$ cat src/design/akf_pkg.sv
// ----------------------------------------------------------------------------
// akf_pkg: shared types, constants and helpers
// Fixed-point widths, register indexes, sequencer states and the rounding,
// saturation and arctangent helpers used across the altitude filter core.
// ----------------------------------------------------------------------------
package akf_pkg;

   // Number formats
   localparam int FRAC_BITS   = 16;
   localparam int DT_FRAC     = 16;
   localparam int COS_FRAC    = 30;
   localparam int W           = 32;
   localparam int NOISE_W     = 31;
   localparam int CSR_INDEX_W = 3;

   // Shared multiplier
   localparam int MUL_A_W = 34;
   localparam int MUL_B_W = 33;
   localparam int MUL_P_W = MUL_A_W + MUL_B_W;
   localparam int ACC_W   = MUL_P_W + 1;

   // Divider
   localparam int DIV_NUM_W = W + FRAC_BITS;
   localparam int DIV_DEN_W = 33;
   localparam int DIV_Q_W   = DIV_NUM_W + 1;
   localparam int DIV_CNT_W = $clog2(DIV_NUM_W + 1);

   // CORDIC
   localparam int CORDIC_STEPS = 16;
   localparam int CORDIC_IDX_W = $clog2(CORDIC_STEPS);
   localparam int CORDIC_XW    = 34;
   localparam int CORDIC_ZW    = 20;
   localparam int ANGLE_W      = 16;
   localparam logic signed [CORDIC_XW-1:0] CORDIC_INIT = 34'sd652032874;
   localparam logic [ANGLE_W:0] HALF_PI_Q14 = 17'd25736;
   localparam logic [ANGLE_W:0] PI_Q14      = 17'd51472;

   // Reset values
   localparam logic [NOISE_W-1:0] PROC_NOISE_RESET = 31'd66;
   localparam logic [NOISE_W-1:0] MEAS_NOISE_RESET = 31'd65536;
   localparam logic signed [W-1:0] P_ONE = W'(1) << FRAC_BITS;

   // Register indexes
   localparam logic [CSR_INDEX_W-1:0] CSR_PROC_NOISE_ALT = 3'd0;
   localparam logic [CSR_INDEX_W-1:0] CSR_PROC_NOISE_VEL = 3'd1;
   localparam logic [CSR_INDEX_W-1:0] CSR_BARO_NOISE     = 3'd2;
   localparam logic [CSR_INDEX_W-1:0] CSR_RANGE_NOISE    = 3'd3;

   // Request kinds
   localparam logic [1:0] KIND_PREDICT = 2'd0;
   localparam logic [1:0] KIND_BARO    = 2'd1;
   localparam logic [1:0] KIND_RANGE   = 2'd2;

   typedef struct packed {
      logic busy;
      logic done;
   } akf_unit_status_type;

   typedef enum logic [4:0] {
      ST_IDLE,
      ST_P_D2,
      ST_P_VDT,
      ST_P_AD2,
      ST_P_ADT,
      ST_P_P11,
      ST_P_P10,
      ST_P_F01,
      ST_P_FIN,
      ST_R_COS0,
      ST_R_TILT,
      ST_R_COS1,
      ST_R_HGT,
      ST_U_S,
      ST_U_DIV0,
      ST_U_DIV1,
      ST_U_H,
      ST_U_V,
      ST_U_P00,
      ST_U_P01,
      ST_U_P10,
      ST_U_P11,
      ST_OUT
   } akf_state_type;

   // Saturate to signed 32 bits
   function automatic logic signed [W-1:0] sat32(input logic signed [ACC_W-1:0] v);
      if (v > 68'sd2147483647)
         return 32'sh7FFFFFFF;
      else if (v < -68'sd2147483648)
         return 32'sh80000000;
      else
         return v[W-1:0];
   endfunction

   // Shift right by s, rounding half toward +infinity
   function automatic logic signed [ACC_W-1:0] rnd(input logic signed [ACC_W-1:0] v,
                                                    input int s);
      logic signed [ACC_W-1:0] half;
      half = ACC_W'(1) <<< (s - 1);
      return (v + half) >>> s;
   endfunction

   // Arctangent of 2^-i in Q.16 of the scaled angle
   function automatic logic signed [CORDIC_ZW-1:0] cordic_atan(
      input logic [CORDIC_IDX_W-1:0] i);
      case (i)
         4'd0:    return 20'sd51472;
         4'd1:    return 20'sd30386;
         4'd2:    return 20'sd16055;
         4'd3:    return 20'sd8150;
         4'd4:    return 20'sd4091;
         4'd5:    return 20'sd2047;
         4'd6:    return 20'sd1024;
         4'd7:    return 20'sd512;
         4'd8:    return 20'sd256;
         4'd9:    return 20'sd128;
         4'd10:   return 20'sd64;
         4'd11:   return 20'sd32;
         4'd12:   return 20'sd16;
         4'd13:   return 20'sd8;
         4'd14:   return 20'sd4;
         default: return 20'sd2;
      endcase
   endfunction

endpackage

$ cat src/design/akf_mul.sv
// ----------------------------------------------------------------------------
// akf_mul: shared signed multiplier
// One 34 x 33 signed multiply per cycle with a registered product.
// ----------------------------------------------------------------------------
module akf_mul import akf_pkg::*; (
   input  logic                       clock,
   input  logic signed [MUL_A_W-1:0]  op_a,
   input  logic signed [MUL_B_W-1:0]  op_b,
   output logic signed [MUL_P_W-1:0]  product
);

   logic signed [MUL_P_W-1:0] product_ff;
   logic signed [MUL_P_W-1:0] product_in;

   // product of the current operands, registered below
   assign product_in = MUL_P_W'(op_a) * MUL_P_W'(op_b);

   always_ff @(posedge clock) begin
      product_ff <= product_in;
   end

   assign product = product_ff;

endmodule

$ cat config.mk
export PLATFORM = sky130hd
export DESIGN_NAME = akf_mul
export DESIGN_NICKNAME = d
export VERILOG_FILES = /design/src/design/akf_pkg.sv /design/src/design/akf_mul.sv
export SDC_FILE = /design/constraint.sdc
export NUM_CORES = 2
export LEC_CHECK = 0
export BUFFER_PORTS_ARGS = -buffer_cell sky130_fd_sc_hd__buf_2
export CORE_MARGIN = 3
export CORE_UTILIZATION = 33
export DETAILED_ROUTE_END_ITERATION = 10
export SLEW_MARGIN = 20
export SYNTH_ARGS = -nofsm -noshare
export SYNTH_HDL_FRONTEND = slang
export SYNTH_SLANG_ARGS = --single-unit
$ cat constraint.sdc
create_clock -name clock -period 18.3 [get_ports clock]
set_input_delay 3.66 -clock clock [delete_from_list [all_inputs] [get_ports clock]]
set_output_delay 3.66 -clock clock [all_outputs]
set_load 0.05 [all_outputs]
==> impl_metrics.env <==
export IMPL_outcome="complete, but fails checks"
export IMPL_drtIter0Drc=1608
export IMPL_ant_nets=0
export IMPL_die_x_um=360
export IMPL_grt_pass1_wl_mm=189
export IMPL_initial_utilization=0.333
export IMPL_cts_hold_buf=0
export IMPL_postCtsSetupBuffers=0
export IMPL_synth_area_leaders="fa_1, inv_1, and2_1"
export IMPL_grt_use_total=0.190
export IMPL_synth_cell_type_count=59
export IMPL_clk_pin_slew_ns=0.07
export IMPL_worstMarginPinSlew_ns=1.12
export IMPL_rsz0062_at_grt="no"
export IMPL_crit_required_ns=18.60
export IMPL_synthArstFlopShare=0
export IMPL_crit_chain="buf_2 -> nand2_1 -> inv_1 -> fa_1 -> fa_1 -> fa_2 -> inv_1 -> fa_1 -> fa_1 -> fa_1 -> fa_1 -> fa_1 -> inv_1 -> ha_1 -> a21oi_1 -> o21ai_0 -> a22o_1 -> nor4_1 -> nand3_1 -> o21ai_1 -> o211ai_1 -> a21oi_1 -> xnor2_1"
export IMPL_syn2layout_area_growth_pct=5.91
export IMPL_grt_max_degree=35
export IMPL_syn_area_um2=41300
export IMPL_core_area_um2=124000
export IMPL_max_freq_ghz=0.0820
export IMPL_timing_hold_worst_class="input port to register"
export IMPL_yosys_area_top_type="fa_1"
export IMPL_cts_root_buf="clkbuf_16"
export IMPL_cts_sinks=67
export IMPL_min_path_cells=2
export IMPL_synth_edff_count=0
export IMPL_finalSetupViolCount=0
export IMPL_placedCellCount=5987
export IMPL_dp_hpwl_mm=92.6
export IMPL_stdcell_count=6009
export IMPL_relSlewSlack=0.250
export IMPL_finalMaxSlewViolations=0
export IMPL_cp_common_cell="fa_1"
export IMPL_preCtsSetupSlack_ns=5.82
export IMPL_antenna_found_initial=18
export IMPL_fin_tns_setup_ns=0
export IMPL_worstPathArrival_ns=12.50
export IMPL_synth_top_cell_area_share=0.570
export IMPL_yosysWarnings=0
export IMPL_nNetsFinal=5824
export IMPL_htreeDepth=3
export IMPL_synth_nets=5872
export IMPL_finalWorstSetupSlack_ns=6.10
export IMPL_worstSetupPathType="input port to register"
export IMPL_drc=3
export IMPL_min_from="op_b[0]"
export IMPL_clk_path_buf_depth=2
export IMPL_seq_area_frac_synth=0.0325
export IMPL_seqCellArea_um2=1340
export IMPL_drt_wl_total_mm=119
export IMPL_worstSetupStartpointType="input port"
export IMPL_worstPathMaxFanout=33
export IMPL_multi_input_area_um2=34700
export IMPL_cp_end_kind="register"
export IMPL_ys_ff_latch=67
export IMPL_post_route_period_util=0.666
export IMPL_drive_above_1_share=0.0456
export IMPL_synth_flop_cell="dfxtp_1"
export IMPL_wire_per_inst_um=19.8
export IMPL_synth_avg_cell_area_um2=9.36
export IMPL_crit_start="op_a[33]"
export IMPL_rows=129
export IMPL_dieHeight_um=360
export IMPL_grt_pass1_vias=32400
export IMPL_cpPeakStageDelay_ns=0.80
export IMPL_cts_made_buffers=9
export IMPL_num_vias=29000
export IMPL_place_congestion=0.884
export IMPL_fillers=12800
export IMPL_largest_reg_flops=67
export IMPL_final_common_cell="fa_1"
export IMPL_drv_cap=0
export IMPL_cts_tree="yes"
export IMPL_boundaryPins=135
export IMPL_vias_per_cell=4.83
export IMPL_cts_repair_resized=0
export IMPL_netlist_instances=4409
export IMPL_critPathSlowestCell="fa_2"
export IMPL_layout_min_cycle_time_ns=12.20
export IMPL_port_buffers=134
export IMPL_layout_common_cells="fa_1, inv_1, nand2_1"
export IMPL_hold_violations=0
export IMPL_violations="DRC"
export IMPL_gr_total_overflow=0
export IMPL_dr_pass1_iters=9
export IMPL_dieArea_um2=129000
-- cell type report --
| type | instances | area share |
|---|---|---|
| Antenna cell | 6 | 0.000343 |
| Clock buffer | 10 | 0.00547 |
| Clock inverter | 6 | 0.00163 |
| Inverter | 1163 | 0.0999 |
| Multi-Input combinational cell | 2953 | 0.794 |
| Sequential cell | 67 | 0.0307 |
| Tap cell | 1637 | 0.0469 |
| Timing Repair Buffer | 167 | 0.0210 |
-- final timing paths --
path | end | slack, ns
worst max-delay path | product[59]$_DFF_P_ | 6.10
worst min-delay path | product[0]$_DFF_P_ | 3.91
-- per-layer routing --
metal | global-route usage | vias to the layer above | wire length [µm]
met5 | 0 | - | 11
met4 | 0.0582 | 2 | 4050
li1 | - | 12400 | -
met3 | 0.0277 | 236 | 7240
met1 | 0.243 | 15400 | 47300
met2 | 0.332 | 976 | 60300
-- worst max-delay path: cells and delay by family --
kind                     cells  cell delay, ns
buffers and inverters        4            1.01
AND/OR/NAND/NOR              3            0.77
adder cells (fa/ha/maj)      9            4.88
XOR/XNOR                     1            0.17
AO/OA/AOI/OAI                6            1.99
-- cells by family (layout without fill, tap and decap cells) --
family,after synthesis,count (layout),share of synthesized area
flops,67,67,0.0325
simple gates,1272,1272,0.154
compound gates,210,210,0.0345
other cells,0,6,0
mux,1,1,0.000243
xor+xnor,75,75,0.0159
fa+ha+maj,1395,1395,0.637
buf+inv,1389,1346,0.126
-- through the flow --
step / instance area [µm²] / utilization / hold WS [ns]
2_1_floorplan: 41300 / - / 3.78
3_3_place_gp: 43400 / 0.350 / 4.13
3_5_place_dp: 43400 / 0.350 / 4.13
4_1_cts: 43700 / 0.353 / 3.87
5_1_grt: 43700 / 0.353 / 3.90
6_report: 43700 / 0.353 / 3.91
-- Yosys cell counts, drive strengths merged (7+ instances only) --
cell type     n
fa         1176
a21o         30
o21a          7
a211oi        9
nand2b       11
clkbuf      220
nand2       580
and3         11
nand4         9
nand3        20
a21oi        73
nor3          9
xnor2        57
a31oi         8
xor2         18
o21bai       13
inv        1162
nor2         60
dfxtp        67
ha          219
and2        554
o21ai        33
Power is not shown: default switching activity piles up to over one toggle a cycle in this logic, so the estimate is an artifact.
