**config.mk**
```make
export PLATFORM = sky130hd
export DESIGN_NAME = akf_cordic
export DESIGN_NICKNAME = d
export VERILOG_FILES = /design/src/design/akf_pkg.sv /design/src/design/akf_cordic.sv
export SDC_FILE = /design/constraint.sdc
export NUM_CORES = 1
export LEC_CHECK = 0
export ABC_AREA = 0
export BUFFER_PORTS_ARGS = -buffer_cell sky130_fd_sc_hd__buf_4
export CAP_MARGIN = 20
export CORE_MARGIN = 5
export CORE_UTILIZATION = 50
export CTS_BUF_LIST = sky130_fd_sc_hd__clkbuf_4
export DETAILED_ROUTE_END_ITERATION = 7
export GPL_TIMING_DRIVEN = 0
export PLACE_DENSITY_LB_ADDON = 0.12
export SYNTH_ARGS = -nofsm -noshare
export SYNTH_HDL_FRONTEND = slang
export SYNTH_SLANG_ARGS = --single-unit
```
**constraint.sdc**
```tcl
create_clock -name clock -period 7.4 [get_ports clock]
set_clock_uncertainty 0.15 [all_clocks]
set_input_delay 1.11 -clock clock [delete_from_list [all_inputs] [get_ports clock]]
set_output_delay 1.11 -clock clock [all_outputs]
set_load 0.05 [all_outputs]
```
**src/design/akf_pkg.sv**
```systemverilog
// ----------------------------------------------------------------------------
// akf_pkg: shared types, constants and helpers
// Fixed-point widths, register indexes, sequencer states and the rounding,
// saturation and arctangent helpers used across the altitude filter core.
// ----------------------------------------------------------------------------
package akf_pkg;

   // Number formats
   localparam int FRAC_BITS   = 16;
   localparam int DT_FRAC     = 16;
   localparam int COS_FRAC    = 30;
   localparam int W           = 32;
   localparam int NOISE_W     = 31;
   localparam int CSR_INDEX_W = 3;

   // Shared multiplier
   localparam int MUL_A_W = 34;
   localparam int MUL_B_W = 33;
   localparam int MUL_P_W = MUL_A_W + MUL_B_W;
   localparam int ACC_W   = MUL_P_W + 1;

   // Divider
   localparam int DIV_NUM_W = W + FRAC_BITS;
   localparam int DIV_DEN_W = 33;
   localparam int DIV_Q_W   = DIV_NUM_W + 1;
   localparam int DIV_CNT_W = $clog2(DIV_NUM_W + 1);

   // CORDIC
   localparam int CORDIC_STEPS = 16;
   localparam int CORDIC_IDX_W = $clog2(CORDIC_STEPS);
   localparam int CORDIC_XW    = 34;
   localparam int CORDIC_ZW    = 20;
   localparam int ANGLE_W      = 16;
   localparam logic signed [CORDIC_XW-1:0] CORDIC_INIT = 34'sd652032874;
   localparam logic [ANGLE_W:0] HALF_PI_Q14 = 17'd25736;
   localparam logic [ANGLE_W:0] PI_Q14      = 17'd51472;

   // Reset values
   localparam logic [NOISE_W-1:0] PROC_NOISE_RESET = 31'd66;
   localparam logic [NOISE_W-1:0] MEAS_NOISE_RESET = 31'd65536;
   localparam logic signed [W-1:0] P_ONE = W'(1) << FRAC_BITS;

   // Register indexes
   localparam logic [CSR_INDEX_W-1:0] CSR_PROC_NOISE_ALT = 3'd0;
   localparam logic [CSR_INDEX_W-1:0] CSR_PROC_NOISE_VEL = 3'd1;
   localparam logic [CSR_INDEX_W-1:0] CSR_BARO_NOISE     = 3'd2;
   localparam logic [CSR_INDEX_W-1:0] CSR_RANGE_NOISE    = 3'd3;

   // Request kinds
   localparam logic [1:0] KIND_PREDICT = 2'd0;
   localparam logic [1:0] KIND_BARO    = 2'd1;
   localparam logic [1:0] KIND_RANGE   = 2'd2;

   typedef struct packed {
      logic busy;
      logic done;
   } akf_unit_status_type;

   typedef enum logic [4:0] {
      ST_IDLE,
      ST_P_D2,
      ST_P_VDT,
      ST_P_AD2,
      ST_P_ADT,
      ST_P_P11,
      ST_P_P10,
      ST_P_F01,
      ST_P_FIN,
      ST_R_COS0,
      ST_R_TILT,
      ST_R_COS1,
      ST_R_HGT,
      ST_U_S,
      ST_U_DIV0,
      ST_U_DIV1,
      ST_U_H,
      ST_U_V,
      ST_U_P00,
      ST_U_P01,
      ST_U_P10,
      ST_U_P11,
      ST_OUT
   } akf_state_type;

   // Saturate to signed 32 bits
   function automatic logic signed [W-1:0] sat32(input logic signed [ACC_W-1:0] v);
      if (v > 68'sd2147483647)
         return 32'sh7FFFFFFF;
      else if (v < -68'sd2147483648)
         return 32'sh80000000;
      else
         return v[W-1:0];
   endfunction

   // Shift right by s, rounding half toward +infinity
   function automatic logic signed [ACC_W-1:0] rnd(input logic signed [ACC_W-1:0] v,
                                                    input int s);
      logic signed [ACC_W-1:0] half;
      half = ACC_W'(1) <<< (s - 1);
      return (v + half) >>> s;
   endfunction

   // Arctangent of 2^-i in Q.16 of the scaled angle
   function automatic logic signed [CORDIC_ZW-1:0] cordic_atan(
      input logic [CORDIC_IDX_W-1:0] i);
      case (i)
         4'd0:    return 20'sd51472;
         4'd1:    return 20'sd30386;
         4'd2:    return 20'sd16055;
         4'd3:    return 20'sd8150;
         4'd4:    return 20'sd4091;
         4'd5:    return 20'sd2047;
         4'd6:    return 20'sd1024;
         4'd7:    return 20'sd512;
         4'd8:    return 20'sd256;
         4'd9:    return 20'sd128;
         4'd10:   return 20'sd64;
         4'd11:   return 20'sd32;
         4'd12:   return 20'sd16;
         4'd13:   return 20'sd8;
         4'd14:   return 20'sd4;
         default: return 20'sd2;
      endcase
   endfunction

endpackage

```
**src/design/akf_cordic.sv**
```systemverilog
// ----------------------------------------------------------------------------
// akf_cordic: iterative CORDIC cosine
// Folds a Q2.14 angle into the first quadrant and runs one rotation per cycle;
// the cosine comes out in Q2.30.
// ----------------------------------------------------------------------------
module akf_cordic import akf_pkg::*; (
   input  logic                        clock,
   input  logic                        reset,
   input  logic                        start,
   input  logic signed [ANGLE_W-1:0]   angle,
   output logic signed [W-1:0]         cos_value,
   output akf_unit_status_type         status
);

   logic                          busy_ff, busy_in;
   logic                          done_ff, done_in;
   logic                          neg_ff, neg_in;
   logic [CORDIC_IDX_W-1:0]       idx_ff, idx_in;
   logic signed [CORDIC_XW-1:0]   x_ff, x_in;
   logic signed [CORDIC_XW-1:0]   y_ff, y_in;
   logic signed [CORDIC_ZW-1:0]   z_ff, z_in;
   logic [ANGLE_W:0]              abs_ang;
   logic [ANGLE_W:0]              fold_ang;
   logic signed [CORDIC_XW-1:0]   x_sh;
   logic signed [CORDIC_XW-1:0]   y_sh;

   // first-quadrant fold
   assign abs_ang  = angle[ANGLE_W-1] ? (ANGLE_W+1)'(-(ANGLE_W+1)'(angle))
                                      : (ANGLE_W+1)'(angle);
   assign fold_ang = (abs_ang > HALF_PI_Q14) ? PI_Q14 - abs_ang : abs_ang;

   assign x_sh = x_ff >>> idx_ff;
   assign y_sh = y_ff >>> idx_ff;

   always_comb begin
      busy_in = busy_ff;
      done_in = 1'b0;
      neg_in  = neg_ff;
      idx_in  = idx_ff;
      x_in    = x_ff;
      y_in    = y_ff;
      z_in    = z_ff;
      if (start) begin
         busy_in = 1'b1;
         neg_in  = abs_ang > HALF_PI_Q14;
         idx_in  = '0;
         x_in    = CORDIC_INIT;
         y_in    = '0;
         z_in    = $signed(CORDIC_ZW'({fold_ang, 2'b00}));
      end else if (busy_ff) begin
         // rotate toward zero residual angle
         if (z_ff >= 0) begin
            x_in = x_ff - y_sh;
            y_in = y_ff + x_sh;
            z_in = z_ff - cordic_atan(idx_ff);
         end else begin
            x_in = x_ff + y_sh;
            y_in = y_ff - x_sh;
            z_in = z_ff + cordic_atan(idx_ff);
         end
         idx_in = idx_ff + 1'b1;
         if (idx_ff == CORDIC_IDX_W'(CORDIC_STEPS - 1)) begin
            busy_in = 1'b0;
            done_in = 1'b1;
         end
      end
   end

   always_ff @(posedge clock) begin
      if (reset) begin
         busy_ff <= 1'b0;
         done_ff <= 1'b0;
      end else begin
         busy_ff <= busy_in;
         done_ff <= done_in;
      end
      neg_ff <= neg_in;
      idx_ff <= idx_in;
      x_ff   <= x_in;
      y_ff   <= y_in;
      z_ff   <= z_in;
   end

   assign cos_value   = neg_ff ? W'(-x_ff) : W'(x_ff);
   assign status.busy = busy_ff;
   assign status.done = done_ff;

endmodule

```
==> results.py <==
metrics = {
    "outcome": {
        "outcome": "complete, no violations",
    },
    "clocking": {
        "numCtsBuffers": 9,
        "cts_hold_buf": 0,
        "clock-root-buffer": "clkbuf_4",
        "clk_latency_ns": 0.62,
        "clk_pin_slew_ns": 0.20,
        "tritoncts": "done",
        "h-tree-depth": 3,
        "cts.path.max_buffers": 2,
        "cts.sinks": 111,
    },
    "yosys": {
        "synth.avg_cell_area_um2": 8.116,
        "synth-seq-cells": 111,
        "yosysMostFrequentCell": "nand2_1",
        "synthArstFlopShare": 0,
        "synthTopCellsByArea": "dfxtp_1 (12%), ha_1 (8.3%), mux4_2 (7.4%), xnor2_1 (7.2%), mux2i_1 (5.8%)",
        "synthFlopType": "dfxtp_1",
        "synth_cell_type_count": 92,
        "syn_inst": 1836,
        "synth_seq_area_share": 0.1612,
        "yosysWarnings": 0,
        "synth_nets": 1957,
        "synth_area_um2": 14900,
        "synth-edff-count": 18,
        "synth_top_area_cell": "dfxtp_1",
        "synth_common_cells": "nand2_1 (195), nor2_1 (145), o21ai_0 (139)",
        "synth_top_area_share": 0.1249,
    },
    "drt": {
        "routedWlPerCell_um": 25.34,
        "drc": 0,
        "drt_iter0_drc": 1452,
        "avgViaCountPerCell": 6.568,
        "vias": 15050,
        "firstDrtPassIters": 5,
        "antenna_left": 0,
        "routed_wl_um": 58050,
    },
    "power_and_ir_drop": {
        "internal_power_w": 0.003348,
        "p_leak_nw": 6.326,
        "power_w": 0.007405,
        "power_frac_clock": 0.052,
        "cellPowerDensity_nw_per_um2": 462.1,
        "vdd_ir_drop_max_mv": 0.2437,
        "pwr-share-seq": 0.149,
        "netSwitchingFraction": 0.5478,
        "p_sw_w": 0.004057,
        "combPwrFrac": 0.798,
    },
    "die": {
        "initial_utilization": 0.5041,
        "core_area_um2": 29560,
        "ios": 53,
        "rows": 63,
        "dieArea_um2": 33360,
        "die_w_um": 182.6,
        "die_h_um": 182.6,
    },
    "placement": {
        "placed_cells": 2276,
        "placed_area_um2": 15790,
        "pre_cts_ws_ns": -1.527,
        "dp_hpwl_um": 45820,
        "gp_congestion": 1.048,
        "io_buffers": 48,
    },
    "grt": {
        "grt_pass1_wl_um": 85960,
        "grt_max_degree": 23,
        "grtUsageTotal": 0.3402,
        "grt.overflow.total": 0,
        "grt_pass1_vias": 13900,
        "antenna_found_initial": 3,
    },
    "setup_path": {
        "path_max_fanout": 19,
        "cp-start-kind": "flop",
        "cp.required_ns": 7.80,
        "critPathKind": "flop to flop",
        "worstSetupEndpointType": "flop",
        "cp.arrival_ns": 7.66,
    },
    "timing": {
        "maxSlewHeadroom": 0.2198,
        "fmax_ghz": 0.1378,
        "finalCriticalPeriod_ns": 7.256,
        "drv_slew": 0,
        "worst_pin_slew_ns": 1.170,
        "worst_slack_ns": 0.1441,
        "hold_violations": 0,
        "whs_ns": 0.3503,
        "setup_viol": 0,
        "min_period_over_period": 0.9805,
    },
    "flow_run": {
        "maxCapViolCount": 0,
    },
    "cells_and_area": {
        "areaGrowthSynthToFinish_pct": 7.548,
        "fill_cells": 2936,
        "finalInstanceArea_um2": 16030,
        "final_cells": 2291,
        "nets": 2014,
        "drive_gt1_frac": 0.1201,
    },
    "min_path": {
        "hp-class": "flop to flop",
    },
}
[critical path, cell delays in order, from the launching register on]
cell and delay (ns):
dfxtp_2 0.63, clkbuf_2 0.50, clkbuf_2 0.40, buf_2 0.45, clkbuf_2 0.45, o21a_1 0.22
ha_1 0.20, o21ai_0 0.31, or2_2 0.50, o21ai_0 0.22, xor2_1 0.17, ha_1 0.29
and3_1 0.19, a221oi_1 0.32, o21ai_0 0.32, a311oi_2 0.43, a21oi_1 0.21, o41ai_4 0.35
o311a_1 0.27, xnor2_1 0.13, or3_1 0.33, a21oi_1 0.14
[power by group through the flow]
| stage | logic (W) | clock network, W | registers [W] |
|---|---|---|---|
| floorplan | 0.00451 | 0 | 0.000953 |
| global placement | 0.00568 | 0 | 0.00110 |
| detailed placement | 0.00575 | 0 | 0.00111 |
| CTS | 0.00579 | 0.000395 | 0.00109 |
| global route | 0.00647 | 0.000419 | 0.00112 |
| finish | 0.00591 | 0.000389 | 0.00111 |
[per-stage QoR]
step / setup TNS [ns] / utilization
2_1_floorplan: 0 / -
3_3_place_gp: -31.05 / 0.5328
3_5_place_dp: -27.85 / 0.5341
4_1_cts: 0 / 0.5395
5_1_grt: -0.06930 / 0.5420
6_report: 0 / 0.5422
[cells by family after synthesis]
| kind of cell | Yosys count | share of synthesized area |
|---|---|---|
| buf+inv | 169 | 0.04912 |
| flops | 111 | 0.1612 |
| fa+ha+maj | 102 | 0.08715 |
| compound gates | 525 | 0.2260 |
| simple gates | 540 | 0.1713 |
| mux | 183 | 0.1841 |
| xor+xnor | 206 | 0.1211 |
[area by class of cell]
class | count | area [um2] | area share
inverters | 47 | 176.4 | 0.01101
diodes | 3 | 7.507 | 0.0004684
multi-input cells | 1556 | 11800 | 0.7362
clock buffers | 9 | 67.56 | 0.004216
flip-flops and latches | 111 | 2404 | 0.1500
clock inverters | 7 | 102.6 | 0.006402
repair buffers | 53 | 425.4 | 0.02654
plain buffers | 115 | 556.8 | 0.03474
well taps | 390 | 488.0 | 0.03045
[cell usage in the layout (no fill, tap or decap), drive strengths merged, types with 13 or more instances in the layout]
cell type  synthesis  final
a31oi             18     18
clkbuf            74     84
nand2b            17     17
nor2             146    146
dfxtp             93     93
o211ai            14     14
a21oi            120    120
nor3              31     31
o21ai            139    139
or2               15     15
or3               20     20
nand3             38     38
nand4             13     13
o22ai             23     23
edfxtp            18     18
a21o              56     56
inv               46     51
ha                99     99
nand2            195    195
o21a              20     20
buf               48     93
o31ai             26     26
mux2              31     31
mux2i             87     87
xnor2            123    123
mux4              65     65
a211oi            20     20
xor2              83     83
[routing by layer]
| layer | vias to the layer above | wire length (um) | global-route usage |
|---|---|---|---|
| met2 | 743 | 25770 | 0.5380 |
| met3 | 173 | 5254 | 0.07295 |
| met4 | 4 | 2927 | 0.1453 |
| li1 | 6906 | - | - |
| met5 | - | 21 | 0 |
| met1 | 7221 | 24080 | 0.4498 |
[worst paths after layout]
path | startpoint | endpoint | slack, ns | cells past startpoint
setup / recovery | idx_ff[3] | y_ff[33] | 0.14 | 21
hold / removal | z_ff[0] | z_ff[0] | 0.35 | 2
setup reg to reg | idx_ff[3] | y_ff[33] | 0.14 | 21
hold reg to reg | z_ff[0] | z_ff[0] | 0.35 | 2
[timing repair]
action,CTS,global route
setup endpoints to repair,38,17
setup buffers,0,2
gates cloned,0,0
pin swaps,0,1
gates resized for setup,12,11
Power figures use the tool's default switching activity.
